### src/rtl/hsvrgb_pkg.sv
// Shared types and constants for the HSV to RGB converter.
package hsvrgb_pkg;

  localparam int FRAC_BITS_DEF = 14;

  // Hue is in degrees times 64: a full turn is 23040, a sector 3840 = 15 << 8.
  localparam int HUE_SECTOR   = 3840;
  localparam int SECTOR_SHIFT = 8;
  localparam int SECTOR_DIV   = 15;
  localparam int NUM_SECTORS  = 6;
  localparam logic signed [16:0] HUE_FULL_S  = 17'sd23040;
  localparam logic signed [16:0] HUE_TWICE_S = 17'sd46080;

  localparam int HUE_W = 15;
  localparam int REM_W = 12;
  localparam int QUO_W = 8;
  localparam int RES_W = 4;

  // floor(x / 15) for x < 3840 as (x * 69906) >> 20
  localparam int RECIP_W = 17;
  localparam logic [RECIP_W-1:0] RECIP15 = 17'd69906;
  localparam int RECIP15_SHIFT = 20;

  localparam int QUEUE_DEPTH = 2;

  typedef enum logic {
    KIND_FLAT,
    KIND_HUE
  } kind_t;

  typedef enum logic [2:0] {
    SEC_RED,
    SEC_YELLOW,
    SEC_GREEN,
    SEC_CYAN,
    SEC_BLUE,
    SEC_MAGENTA
  } sector_t;

  typedef struct packed {
    logic signed [15:0] hue;
    logic signed [15:0] saturation;
    logic signed [15:0] value;
  } hsv_word_t;

  typedef struct packed {
    logic signed [15:0] red;
    logic signed [15:0] green;
    logic signed [15:0] blue;
  } rgb_word_t;

  // Classified word handed from the front to the back
  typedef struct packed {
    kind_t              kind;
    sector_t            sec;
    logic [REM_W-1:0]   rem;
    logic [15:0]        flat;
  } cls_t;

  typedef struct packed {
    logic full;
    logic avail;
  } q_stat_t;

endpackage

### src/rtl/hsvrgb_front.sv
// Front stage: accepts HSV words, wraps hue, finds the sector and clamps.
module hsvrgb_front #(
  parameter int FRAC_BITS = hsvrgb_pkg::FRAC_BITS_DEF
) (
  input  logic                  clk,
  input  logic                  rst_n,
  input  logic                  in_valid,
  output logic                  in_stall,
  input  hsvrgb_pkg::hsv_word_t in_word,
  input  hsvrgb_pkg::q_stat_t   q_stat,
  output logic                  push,
  output hsvrgb_pkg::cls_t      cls,
  output logic [FRAC_BITS:0]    su,
  output logic [FRAC_BITS:0]    vu
);
  import hsvrgb_pkg::*;

  localparam int CLAMP_W = (FRAC_BITS + 1 > 16) ? FRAC_BITS + 1 : 16;

  logic               front_valid_r, front_valid_nxt;
  cls_t               cls_r, cls_nxt;
  logic [FRAC_BITS:0] su_r, su_nxt, vu_r, vu_nxt;
  logic               accept;
  logic signed [16:0] hs, hw;
  logic [HUE_W-1:0]   hu, base;
  logic [2:0]         sec_idx;
  logic [CLAMP_W-1:0] s_ext, v_ext, one_c;

  assign in_stall = front_valid_r && q_stat.full;
  assign accept   = in_valid && !in_stall;
  assign push     = front_valid_r && !q_stat.full;
  assign cls      = cls_r;
  assign su       = su_r;
  assign vu       = vu_r;

  always_comb begin
    // wrap hue into one turn, upward or downward
    hs = {in_word.hue[15], in_word.hue};
    if (hs >= HUE_FULL_S) begin
      hw = hs - HUE_FULL_S;
    end else if (!hs[16]) begin
      hw = hs;
    end else if (hs >= -HUE_FULL_S) begin
      hw = hs + HUE_FULL_S;
    end else begin
      hw = hs + HUE_TWICE_S;
    end
    hu = hw[HUE_W-1:0];

    sec_idx = '0;
    base    = '0;
    for (int k = 1; k < NUM_SECTORS; k++) begin
      if (hu >= HUE_W'(k * HUE_SECTOR)) begin
        sec_idx = 3'(k);
        base    = HUE_W'(k * HUE_SECTOR);
      end
    end

    s_ext = CLAMP_W'(in_word.saturation[14:0]);
    v_ext = CLAMP_W'(in_word.value[14:0]);
    one_c = CLAMP_W'(1) << FRAC_BITS;
    su_nxt = (s_ext > one_c) ? one_c[FRAC_BITS:0] : s_ext[FRAC_BITS:0];
    vu_nxt = (v_ext > one_c) ? one_c[FRAC_BITS:0] : v_ext[FRAC_BITS:0];

    cls_nxt.sec  = sector_t'(sec_idx);
    cls_nxt.rem  = REM_W'(hu - base);
    cls_nxt.kind = (in_word.saturation[15] || in_word.value[15]) ? KIND_FLAT : KIND_HUE;
    cls_nxt.flat = in_word.saturation[15] ? in_word.value : 16'd0;

    front_valid_nxt = front_valid_r;
    if (accept) begin
      front_valid_nxt = 1'b1;
    end else if (push) begin
      front_valid_nxt = 1'b0;
    end
  end

  always_ff @(posedge clk) begin
    if (!rst_n) begin
      front_valid_r <= 1'b0;
    end else begin
      front_valid_r <= front_valid_nxt;
    end
  end

  always_ff @(posedge clk) begin
    if (accept) begin
      cls_r <= cls_nxt;
      su_r  <= su_nxt;
      vu_r  <= vu_nxt;
    end
  end

endmodule

### src/rtl/hsvrgb_queue.sv
// Short word queue between the front and back stages.
module hsvrgb_queue #(
  parameter int DATA_W = 8
) (
  input  logic                clk,
  input  logic                rst_n,
  input  logic                push,
  input  logic [DATA_W-1:0]   push_data,
  input  logic                pop,
  output logic [DATA_W-1:0]   pop_data,
  output hsvrgb_pkg::q_stat_t stat
);
  import hsvrgb_pkg::*;

  localparam int PTR_W = (QUEUE_DEPTH > 1) ? $clog2(QUEUE_DEPTH) : 1;
  localparam int CNT_W = $clog2(QUEUE_DEPTH + 1);

  logic [DATA_W-1:0] slot_r [QUEUE_DEPTH];
  logic [PTR_W-1:0]  wr_ptr_r, wr_ptr_nxt, rd_ptr_r, rd_ptr_nxt;
  logic [CNT_W-1:0]  count_r, count_nxt;

  assign pop_data   = slot_r[rd_ptr_r];
  assign stat.full  = (count_r == CNT_W'(QUEUE_DEPTH));
  assign stat.avail = (count_r != '0);

  always_comb begin
    wr_ptr_nxt = wr_ptr_r;
    rd_ptr_nxt = rd_ptr_r;
    if (push) begin
      wr_ptr_nxt = (wr_ptr_r == PTR_W'(QUEUE_DEPTH - 1)) ? '0 : wr_ptr_r + 1'b1;
    end
    if (pop) begin
      rd_ptr_nxt = (rd_ptr_r == PTR_W'(QUEUE_DEPTH - 1)) ? '0 : rd_ptr_r + 1'b1;
    end
    count_nxt = count_r + CNT_W'(push) - CNT_W'(pop);
  end

  always_ff @(posedge clk) begin
    if (!rst_n) begin
      wr_ptr_r <= '0;
      rd_ptr_r <= '0;
      count_r  <= '0;
    end else begin
      wr_ptr_r <= wr_ptr_nxt;
      rd_ptr_r <= rd_ptr_nxt;
      count_r  <= count_nxt;
    end
  end

  always_ff @(posedge clk) begin
    if (push) begin
      slot_r[wr_ptr_r] <= push_data;
    end
  end

endmodule

### src/rtl/hsvrgb_back.sv
// Back pipeline: fraction, p, q and t, channel order and output register.
module hsvrgb_back #(
  parameter int FRAC_BITS = hsvrgb_pkg::FRAC_BITS_DEF
) (
  input  logic                  clk,
  input  logic                  rst_n,
  input  hsvrgb_pkg::q_stat_t   q_stat,
  input  hsvrgb_pkg::cls_t      q_cls,
  input  logic [FRAC_BITS:0]    q_su,
  input  logic [FRAC_BITS:0]    q_vu,
  output logic                  q_pop,
  output logic                  out_valid,
  input  logic                  out_stall,
  output hsvrgb_pkg::rgb_word_t out_word
);
  import hsvrgb_pkg::*;

  localparam int W        = FRAC_BITS + 1;
  localparam int PW       = 2 * W;
  localparam int PQ_W     = REM_W + RECIP_W;
  localparam int SUB_SHIFT = FRAC_BITS - SECTOR_SHIFT;
  localparam logic [W-1:0] ONE = {1'b1, {FRAC_BITS{1'b0}}};

  logic [FRAC_BITS-1:0] frac_tab [2**RES_W];

  // fraction of a fifteenth, scaled to the sub-sector weight
  for (genvar i = 0; i < 2**RES_W; i++) begin : g_frac_tab
    localparam int TAB_VAL = (i << SUB_SHIFT) / SECTOR_DIV;
    assign frac_tab[i] = FRAC_BITS'(TAB_VAL);
  end

  logic                 v1_r, v2_r, v3_r, v4_r, out_valid_r;
  logic                 ld1, ld2, ld3, ld4, ld_out;
  cls_t                 cls1_r, cls2_r, cls3_r, cls4_r;
  logic [W-1:0]         su1_r, su2_r, vu1_r, vu2_r, vu3_r, vu4_r;
  logic [W-1:0]         p1_r, p2_r, p3_r, p4_r;
  logic [QUO_W-1:0]     quo1_r;
  logic [FRAC_BITS-1:0] frac2_r;
  logic [W-1:0]         sf3_r, sof3_r, q4_r, t4_r;
  rgb_word_t            out_word_r, out_word_nxt;

  logic [PQ_W-1:0]      quo_prod;
  logic [PW-1:0]        p_prod, sf_prod, sof_prod, q_prod, t_prod;
  logic [RES_W-1:0]     res15;
  logic [REM_W-1:0]     quo_x15;
  logic [15:0]          vv, pp, qq, tt;

  assign ld_out    = !out_valid_r || !out_stall;
  assign ld4       = !v4_r || ld_out;
  assign ld3       = !v3_r || ld4;
  assign ld2       = !v2_r || ld3;
  assign ld1       = !v1_r || ld2;
  assign q_pop     = q_stat.avail && ld1;
  assign out_valid = out_valid_r;
  assign out_word  = out_word_r;

  always_comb begin
    quo_prod = PQ_W'(q_cls.rem) * PQ_W'(RECIP15);
    p_prod   = PW'(q_vu) * PW'(ONE - q_su);

    quo_x15  = (REM_W'(quo1_r) << 4) - REM_W'(quo1_r);
    res15    = RES_W'(cls1_r.rem - quo_x15);

    sf_prod  = PW'(su2_r) * PW'(frac2_r);
    sof_prod = PW'(su2_r) * PW'(ONE - W'(frac2_r));

    q_prod   = PW'(vu3_r) * PW'(ONE - sf3_r);
    t_prod   = PW'(vu3_r) * PW'(ONE - sof3_r);

    vv = 16'(vu4_r);
    pp = 16'(p4_r);
    qq = 16'(q4_r);
    tt = 16'(t4_r);
    if (cls4_r.kind == KIND_FLAT) begin
      out_word_nxt = '{cls4_r.flat, cls4_r.flat, cls4_r.flat};
    end else begin
      case (cls4_r.sec)
        SEC_RED:     out_word_nxt = '{vv, tt, pp};
        SEC_YELLOW:  out_word_nxt = '{qq, vv, pp};
        SEC_GREEN:   out_word_nxt = '{pp, vv, tt};
        SEC_CYAN:    out_word_nxt = '{pp, qq, vv};
        SEC_BLUE:    out_word_nxt = '{tt, pp, vv};
        default:     out_word_nxt = '{vv, pp, qq};
      endcase
    end
  end

  always_ff @(posedge clk) begin
    if (!rst_n) begin
      v1_r        <= 1'b0;
      v2_r        <= 1'b0;
      v3_r        <= 1'b0;
      v4_r        <= 1'b0;
      out_valid_r <= 1'b0;
    end else begin
      if (ld1) begin
        v1_r <= q_stat.avail;
      end
      if (ld2) begin
        v2_r <= v1_r;
      end
      if (ld3) begin
        v3_r <= v2_r;
      end
      if (ld4) begin
        v4_r <= v3_r;
      end
      if (ld_out) begin
        out_valid_r <= v4_r;
      end
    end
  end

  always_ff @(posedge clk) begin
    if (ld1) begin
      cls1_r <= q_cls;
      su1_r  <= q_su;
      vu1_r  <= q_vu;
      quo1_r <= quo_prod[RECIP15_SHIFT +: QUO_W];
      p1_r   <= p_prod[FRAC_BITS +: W];
    end
    if (ld2) begin
      cls2_r  <= cls1_r;
      su2_r   <= su1_r;
      vu2_r   <= vu1_r;
      p2_r    <= p1_r;
      frac2_r <= (FRAC_BITS'(quo1_r) << SUB_SHIFT) + frac_tab[res15];
    end
    if (ld3) begin
      cls3_r <= cls2_r;
      vu3_r  <= vu2_r;
      p3_r   <= p2_r;
      sf3_r  <= sf_prod[FRAC_BITS +: W];
      sof3_r <= sof_prod[FRAC_BITS +: W];
    end
    if (ld4) begin
      cls4_r <= cls3_r;
      vu4_r  <= vu3_r;
      p4_r   <= p3_r;
      q4_r   <= q_prod[FRAC_BITS +: W];
      t4_r   <= t_prod[FRAC_BITS +: W];
    end
    if (ld_out) begin
      out_word_r <= out_word_nxt;
    end
  end

endmodule

### src/rtl/hsv_to_rgb_converter.sv
// Top level of the HSV to RGB converter: front, queue and back pipeline.
//
//   Port group   Direction  Word          Handshake
//   in_          input      hsv_word_t    in_valid / in_stall
//   out_         output     rgb_word_t    out_valid / out_stall
//
// One word per clock is sustained while nothing stalls; an accepted word
// passes through the front register, the queue, four back stages and the
// output register, the depth being set by the chain of dependent
// multiplies for q and t.
// Reset clears only the valid bits and the queue count and pointers.
// in_stall rises only when the front holds a word and the two-entry queue is
// full; out_stall holds the back pipeline, whose bubbles close up as it drains.
module hsv_to_rgb_converter #(
  parameter int FRAC_BITS = hsvrgb_pkg::FRAC_BITS_DEF
) (
  input  logic                  clk,
  input  logic                  rst_n,
  input  logic                  in_valid,
  output logic                  in_stall,
  input  hsvrgb_pkg::hsv_word_t in_word,
  output logic                  out_valid,
  input  logic                  out_stall,
  output hsvrgb_pkg::rgb_word_t out_word
);
  import hsvrgb_pkg::*;

  localparam int W      = FRAC_BITS + 1;
  localparam int DATA_W = $bits(cls_t) + 2 * W;

  // front to queue
  logic          q_push;
  cls_t          f_cls;
  logic [W-1:0]  f_su, f_vu;

  // queue to back
  q_stat_t       q_stat;
  logic          q_pop;
  logic [DATA_W-1:0] q_data;
  cls_t          b_cls;
  logic [W-1:0]  b_su, b_vu;

  // wrap hue, classify grey and black words, clamp saturation and value
  hsvrgb_front #(
    .FRAC_BITS(FRAC_BITS)
  ) u_front (
    .clk     (clk),
    .rst_n   (rst_n),
    .in_valid(in_valid),
    .in_stall(in_stall),
    .in_word (in_word),
    .q_stat  (q_stat),
    .push    (q_push),
    .cls     (f_cls),
    .su      (f_su),
    .vu      (f_vu)
  );

  // decouple the front from stalls on the result side
  hsvrgb_queue #(
    .DATA_W(DATA_W)
  ) u_queue (
    .clk      (clk),
    .rst_n    (rst_n),
    .push     (q_push),
    .push_data({f_cls, f_su, f_vu}),
    .pop      (q_pop),
    .pop_data (q_data),
    .stat     (q_stat)
  );

  assign {b_cls, b_su, b_vu} = q_data;

  // fraction, p, q, t and channel order
  hsvrgb_back #(
    .FRAC_BITS(FRAC_BITS)
  ) u_back (
    .clk      (clk),
    .rst_n    (rst_n),
    .q_stat   (q_stat),
    .q_cls    (b_cls),
    .q_su     (b_su),
    .q_vu     (b_vu),
    .q_pop    (q_pop),
    .out_valid(out_valid),
    .out_stall(out_stall),
    .out_word (out_word)
  );

  // reset empties both sides
  a_reset_empty: assert property (@(posedge clk)
    !rst_n |=> !out_valid && !in_stall)
    else $error("output or front not empty after reset");

  // a full queue with no pop must stay full: the front never pushes into it
  a_full_holds: assert property (@(posedge clk) disable iff (!rst_n)
    (q_stat.full && !q_pop) |=> q_stat.full)
    else $error("queue lost a word while full");

  // the back only pops a queue that holds a word
  a_pop_avail: assert property (@(posedge clk) disable iff (!rst_n)
    q_pop |-> q_stat.avail)
    else $error("queue popped while empty");

endmodule
### config.mk
export PLATFORM = sky130hd
export DESIGN_NAME = hsv_to_rgb_converter
export DESIGN_NICKNAME = d
export VERILOG_FILES = /design/src/rtl/hsvrgb_pkg.sv /design/src/rtl/hsvrgb_front.sv /design/src/rtl/hsvrgb_queue.sv /design/src/rtl/hsvrgb_back.sv /design/src/rtl/hsv_to_rgb_converter.sv
export SDC_FILE = /design/constraint.sdc
export NUM_CORES = 2
export LEC_CHECK = 0
export ABC_AREA = 1
export BUFFER_PORTS_ARGS = -buffer_cell sky130_fd_sc_hd__buf_2
export CAP_MARGIN = 15
export CORE_MARGIN = 5
export CORE_UTILIZATION = 53
export DETAILED_ROUTE_END_ITERATION = 12
export GPL_ROUTABILITY_DRIVEN = 0
export PLACE_DENSITY = 0.69
export SYNTH_ARGS = -nofsm -noshare
export SYNTH_HDL_FRONTEND = slang
export SYNTH_SLANG_ARGS = --single-unit
### constraint.sdc
create_clock -name clk -period 19.5 [get_ports clk]
set_input_delay 2.925 -clock clk [delete_from_list [all_inputs] [get_ports clk]]
set_output_delay 2.925 -clock clk [all_outputs]
set_load 0.03 [all_outputs]
# Yosys cells after proc, flatten, opt, wreduce, memory -nomap -nowiden
# Memory sizes are Yosys's and may differ from the RTL's. A register that Yosys moved wholly into a read port is not among the register bits.
# Index checks and enable logic that the tools add are counted.
[totals]
reg_bits = 436
latch_bits = 0
mem_bits_rw = 124
mem_bits_ro = 224
in_bits = 52
output_inout_bits = 50
n_memories = 2
[mem_list]
columns = ["memory", "words", "word_bits", "rd", "rd_ports_with_merged_regs", "wr", "line", "source"]
rows = [
  ["(no name shown)", 16, 14, 1, 0, 0, "hsvrgb_back.sv:127", "frac2_r <= (FRAC_BITS'(quo1_r) << SUB_SHIFT) + frac_tab[res15];"],
  ["u_queue.slot_r", 2, 62, 1, 1, 1, "hsvrgb_queue.sv:18", "logic [DATA_W-1:0] slot_r [QUEUE_DEPTH];"],
]
[op_classes]
addsub = 15
mul = 6
n_div = 0
n_lt_le_gt_ge = 10
n_eq_ne = 5
n_shift = 0
mux = 25
bitwise = 1
n_reduce_logical = 22
[op_table]
columns = ["op", "n"]
rows = [
  ["one-hot mux 47 bit (5 select lines)", 1],
  ["multiplier 15 x 30 -> 29 bit", 4],
  ["2-to-1 mux 12 bit", 5],
  ["2-to-1 mux 48 bit", 1],
  ["subtractor 15 x 15 -> 16 bit, first input constant", 3],
  ["2-to-1 mux 15 bit", 3],
  ["greater-or-equal comparator 16 bit, second input constant", 2],
  ["adder 15 bit, second input constant", 2],
  ["greater-or-equal comparator 15 x 14 -> 1 bit, second input constant", 2],
  ["greater-than comparator 15 bit, second input constant", 2],
  ["multiplier 15 x 14 -> 29 bit", 1],
  ["2-to-1 mux 14 bit", 2],
  ["multiplier 12 x 16 -> 27 bit, second input constant", 1],
  ["subtractor 15 x 14 -> 16 bit, first input constant", 1],
  ["greater-or-equal comparator 15 x 12 -> 1 bit, second input constant", 1],
  ["greater-or-equal comparator 15 x 13 -> 1 bit, second input constant", 1],
  ["greater-or-equal comparator 15 bit, second input constant", 1],
  ["subtractor 15 bit, second input constant", 1],
  ["adder 14 bit", 1],
  ["subtractor 12 bit", 1],
  ["2-to-1 mux 1 bit", 11],
  ["logical NOT 1 bit", 8],
  ["== test 3 x 2 -> 1 bit, second input constant", 2],
  ["logical OR 1 bit", 6],
  ["other kinds (15)", 21],
]

# Logic depth before layout (Yosys ltp)
[depth]
word_depth = 11
ltp_mapped = 38
depth_no_buf = 37

# By module
# From an unflattened synthesis, not the netlist that was laid out.
[hier_totals]
hier_cells = 6993
area_unflattened_um2 = 63184.3
[by_module_without_submodules]
columns = ["mod", "n_inst", "cells_per_inst", "area_per_inst_um2"]
rows = [
  ["hsvrgb_back", 1, 6441, 54941.4],
  ["hsvrgb_queue", 1, 226, 5003.5],
  ["hsvrgb_front", 1, 326, 3239.4],
]

# Least setup slack after synthesis
# No wires, ideal clock.
[synth_timing]
path_kind = "in2reg"
startpoint = "input out_stall"
endpoint = "register u_queue.count_r[1]"
setup_time_ps = 70
t_arrival_ps = 10697
setup_slack_ps = 8733
path_stages = 15
n_path_buf = 0
cell_sequence = "nand2_1 -> nor2_1 -> inv_1 -> nor2_1 -> inv_1 -> nor2_1 -> nand2_1 -> o21ai_0 -> inv_1 -> ha_1 -> inv_1 -> ha_1 -> xor2_1 -> o21ai_0 -> a21oi_1"
[synth_via]
elab_chain_cells = 8
[synth_rtl]
columns = ["item", "line", "source"]
rows = [
  ["start, declared", "hsv_to_rgb_converter.sv:23", "input logic out_stall,"],
  ["logical NOT 1 bit", "hsvrgb_back.sv:48", "assign ld_out = !out_valid_r || !out_stall;"],
  ["logical OR 1 bit", "hsvrgb_back.sv:48", ""],
  ["logical OR 1 bit", "hsvrgb_back.sv:49", "assign ld4 = !v4_r || ld_out;"],
  ["net u_back.ld4", "hsvrgb_back.sv:33", "logic ld1, ld2, ld3, ld4, ld_out;"],
  ["logical OR 1 bit", "hsvrgb_back.sv:50", "assign ld3 = !v3_r || ld4;"],
  ["net u_back.ld3", "hsvrgb_back.sv:33", ""],
  ["logical OR 1 bit", "hsvrgb_back.sv:51", "assign ld2 = !v2_r || ld3;"],
  ["logical OR 1 bit", "hsvrgb_back.sv:52", "assign ld1 = !v1_r || ld2;"],
  ["logical AND 1 bit", "hsvrgb_back.sv:53", "assign q_pop = q_stat.avail && ld1;"],
  ["net q_pop", "hsv_to_rgb_converter.sv:38", "logic q_pop;"],
  ["subtractor 2 x 1 -> 2 bit", "hsvrgb_queue.sv:35", "count_nxt = count_r + CNT_W'(push) - CNT_W'(pop);"],
  ["end signal, assigned", "hsvrgb_queue.sv:46", "count_r <= count_nxt;"],
  ["end, declared", "hsvrgb_queue.sv:20", "logic [CNT_W-1:0] count_r, count_nxt;"],
]
# The timed path passes the listed nets, and every way through them passes these cells.
# A chain may end at the register's enable or synchronous reset.

==> out/qor.json <==
{
  "post_layout_minimum_cycle_time": {"value": 7.91, "unit": "ns"},
  "cts.hold.buffers_added": {"value": 0},
  "clock_tree.htree_level_count": {"value": 2},
  "fmax": {"value": 126, "unit": "MHz"},
  "finalClockSkew": {"value": 0.0367, "unit": "ns"},
  "timing.critical_path.slowest_stage_cell": {"value": "sky130_fd_sc_hd__fa_1"},
  "post_route_cells_drive_above_1_share": {"value": 5.25, "unit": "%"},
  "area_growth": {"value": 6.57, "unit": "%"},
  "crit_path_end_kind": {"value": "flip-flop"},
  "num_io_pins": {"value": 102},
  "layout.cells.most_common_list": {"value": "1,600 x sky130_fd_sc_hd__inv_1, 1,264 x sky130_fd_sc_hd__nand2_1, 996 x sky130_fd_sc_hd__fa_1, 678 x sky130_fd_sc_hd__nor2_1, 546 x sky130_fd_sc_hd__edfxtp_1"},
  "run_status": {"value": "complete, no violations"},
  "core-area": {"value": 116000, "unit": "um^2"},
  "final_wirelength": {"value": 153, "unit": "mm"},
  "worst_skew_pair.late_latency": {"value": 0.64, "unit": "ns"},
  "nNetsFinal": {"value": 8169},
  "worst_hold_path_type": {"value": "reg2reg"},
  "number_of_global_route_vias_before_repair": {"value": 47600},
  "finalWorstSetupSlack": {"value": 11.59, "unit": "ns"},
  "timing.critical_path.fanout_max": {"value": 69},
  "worstMarginPinSlew": {"value": 1.19, "unit": "ns"},
  "max_stage_delay": {"value": 0.81, "unit": "ns"},
  "yosys.cell_types.count": {"value": 58},
  "cts.repair_timing.setup_buffer_count": {"value": 0},
  "critical_path_arrival": {"value": 8.29, "unit": "ns"},
  "port_buffers": {"value": 101},
  "maxCapViolCount": {"value": 0},
  "rows": {"value": 125},
  "first_pass_grt_wire_length": {"value": 252, "unit": "mm"},
  "final.setup.tns": {"value": 0, "unit": "ns"},
  "finalMaxSlewViolations": {"value": 0},
  "final_common_cell": {"value": "sky130_fd_sc_hd__inv_1"},
  "wl_per_cell": {"value": 18.4, "unit": "um"},
  "clk_pin_slew_worst_paths": {"value": 0.06, "unit": "ns"},
  "cts.sinks": {"value": 557},
  "cts_tree": {"value": "built"},
  "die_h": {"value": 351, "unit": "um"},
  "final-setup-viol-count": {"value": 0},
  "pin_count_of_the_biggest_net_entering_global_routing": {"value": 70},
  "vias_per_cell": {"value": 5.37},
  "cell_taking_the_most_area_after_synthesis": {"value": "sky130_fd_sc_hd__fa_1"},
  "flip_flop_cell_with_the_highest_count_after_synthesis": {"value": "sky130_fd_sc_hd__edfxtp_1"},
  "via_count": {"value": 44500},
  "synth_fp_nets": {"value": 8124},
  "yosys_register_bits": {"value": 557},
  "floorplan.die.width": {"value": 351, "unit": "um"},
  "detail-route-antenna-nets": {"value": 0},
  "synth_warn": {"value": 0},
  "synth_area_leaders": {"value": "sky130_fd_sc_hd__fa_1 32%, sky130_fd_sc_hd__edfxtp_1 27%, sky130_fd_sc_hd__inv_1 9.7%"},
  "clockBufferDepth": {"value": 3},
  "drt_iter0_drc": {"value": 3858},
  "dp_worst_setup_slack": {"value": 11.66, "unit": "ns"},
  "slew-limit-headroom": {"value": 20.5, "unit": "%"},
  "grt_setup_unrepaired": {"value": "false"},
  "dp.final_hpwl": {"value": 121, "unit": "mm"},
  "synth_top_cell_area_share": {"value": 32.3, "unit": "%"},
  "yosysSeqAreaShare": {"value": 26.9, "unit": "%"},
  "cts_buffers": {"value": 58},
  "global_route.overflow_total": {"value": 0},
  "timing_hold_violations_final": {"value": 0},
  "worstPathBufferInverterCount": {"value": 5},
  "final_clock_period_utilization_by_the_worst_path": {"value": 40.6, "unit": "%"},
  "synth_cells": {"value": 6670},
  "die_area": {"value": 124000, "unit": "um^2"},
  "worst_path_most_repeated_cell": {"value": "sky130_fd_sc_hd__fa_1"},
  "cp_top_family": {"value": "adder cells"},
  "start_util": {"value": 53.2, "unit": "%"},
  "drc": {"value": 0},
  "setup.worst_path.start_class": {"value": "flip-flop"},
  "kind_of_critical_path": {"value": "reg2reg"},
  "antenna_found_initial": {"value": 2},
  "synthesis.area_per_instance": {"value": 9.26, "unit": "um^2"},
  "ctsRootBufferMaster": {"value": "sky130_fd_sc_hd__clkbuf_16"},
  "synth_area": {"value": 61800, "unit": "um^2"},
  "cts_repair_resize_count": {"value": 0},
  "synthArstFlopShare": {"value": 0, "unit": "%"},
  "globalRouteTotalUtil": {"value": 25.8, "unit": "%"},
  "number_of_enable_flip_flop_cells_after_synthesis": {"value": 546},
  "dr.pass1.iters": {"value": 6},
  "crit_path_required_time": {"value": 19.88, "unit": "ns"}
}
[per-stage QoR]
step	utilization [%]	cells	area [um^2]	hold slack [ns]
after CTS	56.7	8284	65800	0.405
after detailed placement	55.1	8177	63900	0.405
after floorplan	-	6670	61800	0.400
after global placement	55.1	8177	63900	0.401
final	56.7	8287	65900	0.400
after global routing	56.7	8286	65900	0.418
[worst paths after layout]
path	cells after the start	from	slack, ns	endpoint
min reg2reg	0	u_back.p1_r[13]	0.40	u_back.p2_r[13]
max	25	flip-flop	11.59	u_back.p1_r[14]
min	0	u_back.p1_r[13]	0.40	u_back.p2_r[13]
max reg2reg	25	flip-flop	11.59	u_back.p1_r[14]
[synth_stat cells (6+ instances only)]
cell type and count:
sky130_fd_sc_hd__inv_1 1604, sky130_fd_sc_hd__nand2_1 1266, sky130_fd_sc_hd__fa_1 996, sky130_fd_sc_hd__nor2_1 680, sky130_fd_sc_hd__edfxtp_1 546, sky130_fd_sc_hd__ha_1 406
sky130_fd_sc_hd__a21oi_1 223, sky130_fd_sc_hd__o21ai_0 177, sky130_fd_sc_hd__clkbuf_1 128, sky130_fd_sc_hd__nand3_1 109, sky130_fd_sc_hd__xor2_1 77, sky130_fd_sc_hd__xnor2_1 60
sky130_fd_sc_hd__nor3_1 47, sky130_fd_sc_hd__mux2_2 28, sky130_fd_sc_hd__nand4_1 25, sky130_fd_sc_hd__a31oi_1 24, sky130_fd_sc_hd__clkinv_1 21, sky130_fd_sc_hd__buf_2 17
sky130_fd_sc_hd__a22oi_1 16, sky130_fd_sc_hd__buf_1 16, sky130_fd_sc_hd__nor4_1 15, sky130_fd_sc_hd__a21o_1 14, sky130_fd_sc_hd__o21ai_2 14, sky130_fd_sc_hd__or2_2 14
sky130_fd_sc_hd__inv_2 13, sky130_fd_sc_hd__o21a_1 13, sky130_fd_sc_hd__nand2_2 12, sky130_fd_sc_hd__o21ai_1 12, sky130_fd_sc_hd__dfxtp_1 11, sky130_fd_sc_hd__o21bai_1 11
sky130_fd_sc_hd__o22ai_1 10, sky130_fd_sc_hd__nor2_2 9, sky130_fd_sc_hd__a221oi_1 7, sky130_fd_sc_hd__a211oi_1 6
[flip-flops by register name (all words and copies together) (netlist names), 20 cells and up, named ones only]
| signal | count |
|---|---|
| u_back.out_word | 46 |
| u_back.cls4_r | 20 |
| u_queue.slot_r | 124 |
| u_back.cls1_r | 24 |
| u_back.cls2_r | 20 |
| u_back.cls3_r | 20 |
| u_front.cls | 32 |
[cells by family (layout without fill, tap and decap cells)]
family                     count (synthesis)  in the layout  share of synthesized area (%)
and+or+nand+nor                         2194           2194                           14.1
buffers and inverters                   1808           1900                           11.1
adders and majority gates               1402           1402                           40.5
DFF                                      557            557                           26.9
AOI/OAI and AO/OA                        543            543                           4.93
xor gates and xnor gates                 138            138                           1.99
muxes                                     28             28                          0.510
other                                      0              1                              0
[worst register-to-register path: stages, from the launching register on]
cell and delay (ns):
sky130_fd_sc_hd__dfxtp_4 0.55, sky130_fd_sc_hd__buf_4 0.69, sky130_fd_sc_hd__o21ai_0 0.42, sky130_fd_sc_hd__nand2_1 0.17, sky130_fd_sc_hd__nor3_1 0.06, sky130_fd_sc_hd__nand3_1 0.16, sky130_fd_sc_hd__nand2_1 0.22, sky130_fd_sc_hd__nor2_1 0.30
sky130_fd_sc_hd__inv_1 0.11, sky130_fd_sc_hd__fa_1 0.59, sky130_fd_sc_hd__inv_1 0.06, sky130_fd_sc_hd__fa_1 0.82, sky130_fd_sc_hd__inv_1 0.12, sky130_fd_sc_hd__fa_1 0.49, sky130_fd_sc_hd__inv_1 0.05, sky130_fd_sc_hd__fa_1 0.56
sky130_fd_sc_hd__fa_1 0.44, sky130_fd_sc_hd__fa_1 0.49, sky130_fd_sc_hd__ha_1 0.34, sky130_fd_sc_hd__a21oi_1 0.19, sky130_fd_sc_hd__o21bai_1 0.09, sky130_fd_sc_hd__a221oi_1 0.26, sky130_fd_sc_hd__o21ai_0 0.13, sky130_fd_sc_hd__a21o_1 0.19
sky130_fd_sc_hd__nand3_1 0.08, sky130_fd_sc_hd__nand2_1 0.06
[final cells by class]
class / count / area (um^2)
flip-flops and latches: 557 / 16600
multi-input cells: 4305 / 38300
inverters: 1638 / 6150
well taps: 1524 / 1910
clock inverters: 43 / 442
repair buffers: 155 / 911
diodes: 1 / 2.50
fillers: 10100 / 50200
clock buffers: 64 / 1470
[routing by layer]
| layer | vias to the layer above | share of wire [%] | GRT usage, % |
|---|---|---|---|
| met5 | - | 0 | 0 |
| met2 | 1880 | 48 | 43.0 |
| met1 | 21900 | 40 | 34.3 |
| met4 | 0 | 4.1 | 9.20 |
| met3 | 404 | 8.2 | 4.33 |
| li1 | 20300 | - | - |
Power is left out: the tool's default activity adds up to more than one toggle a clock period on the data nets, which glitch-free logic cannot reach.
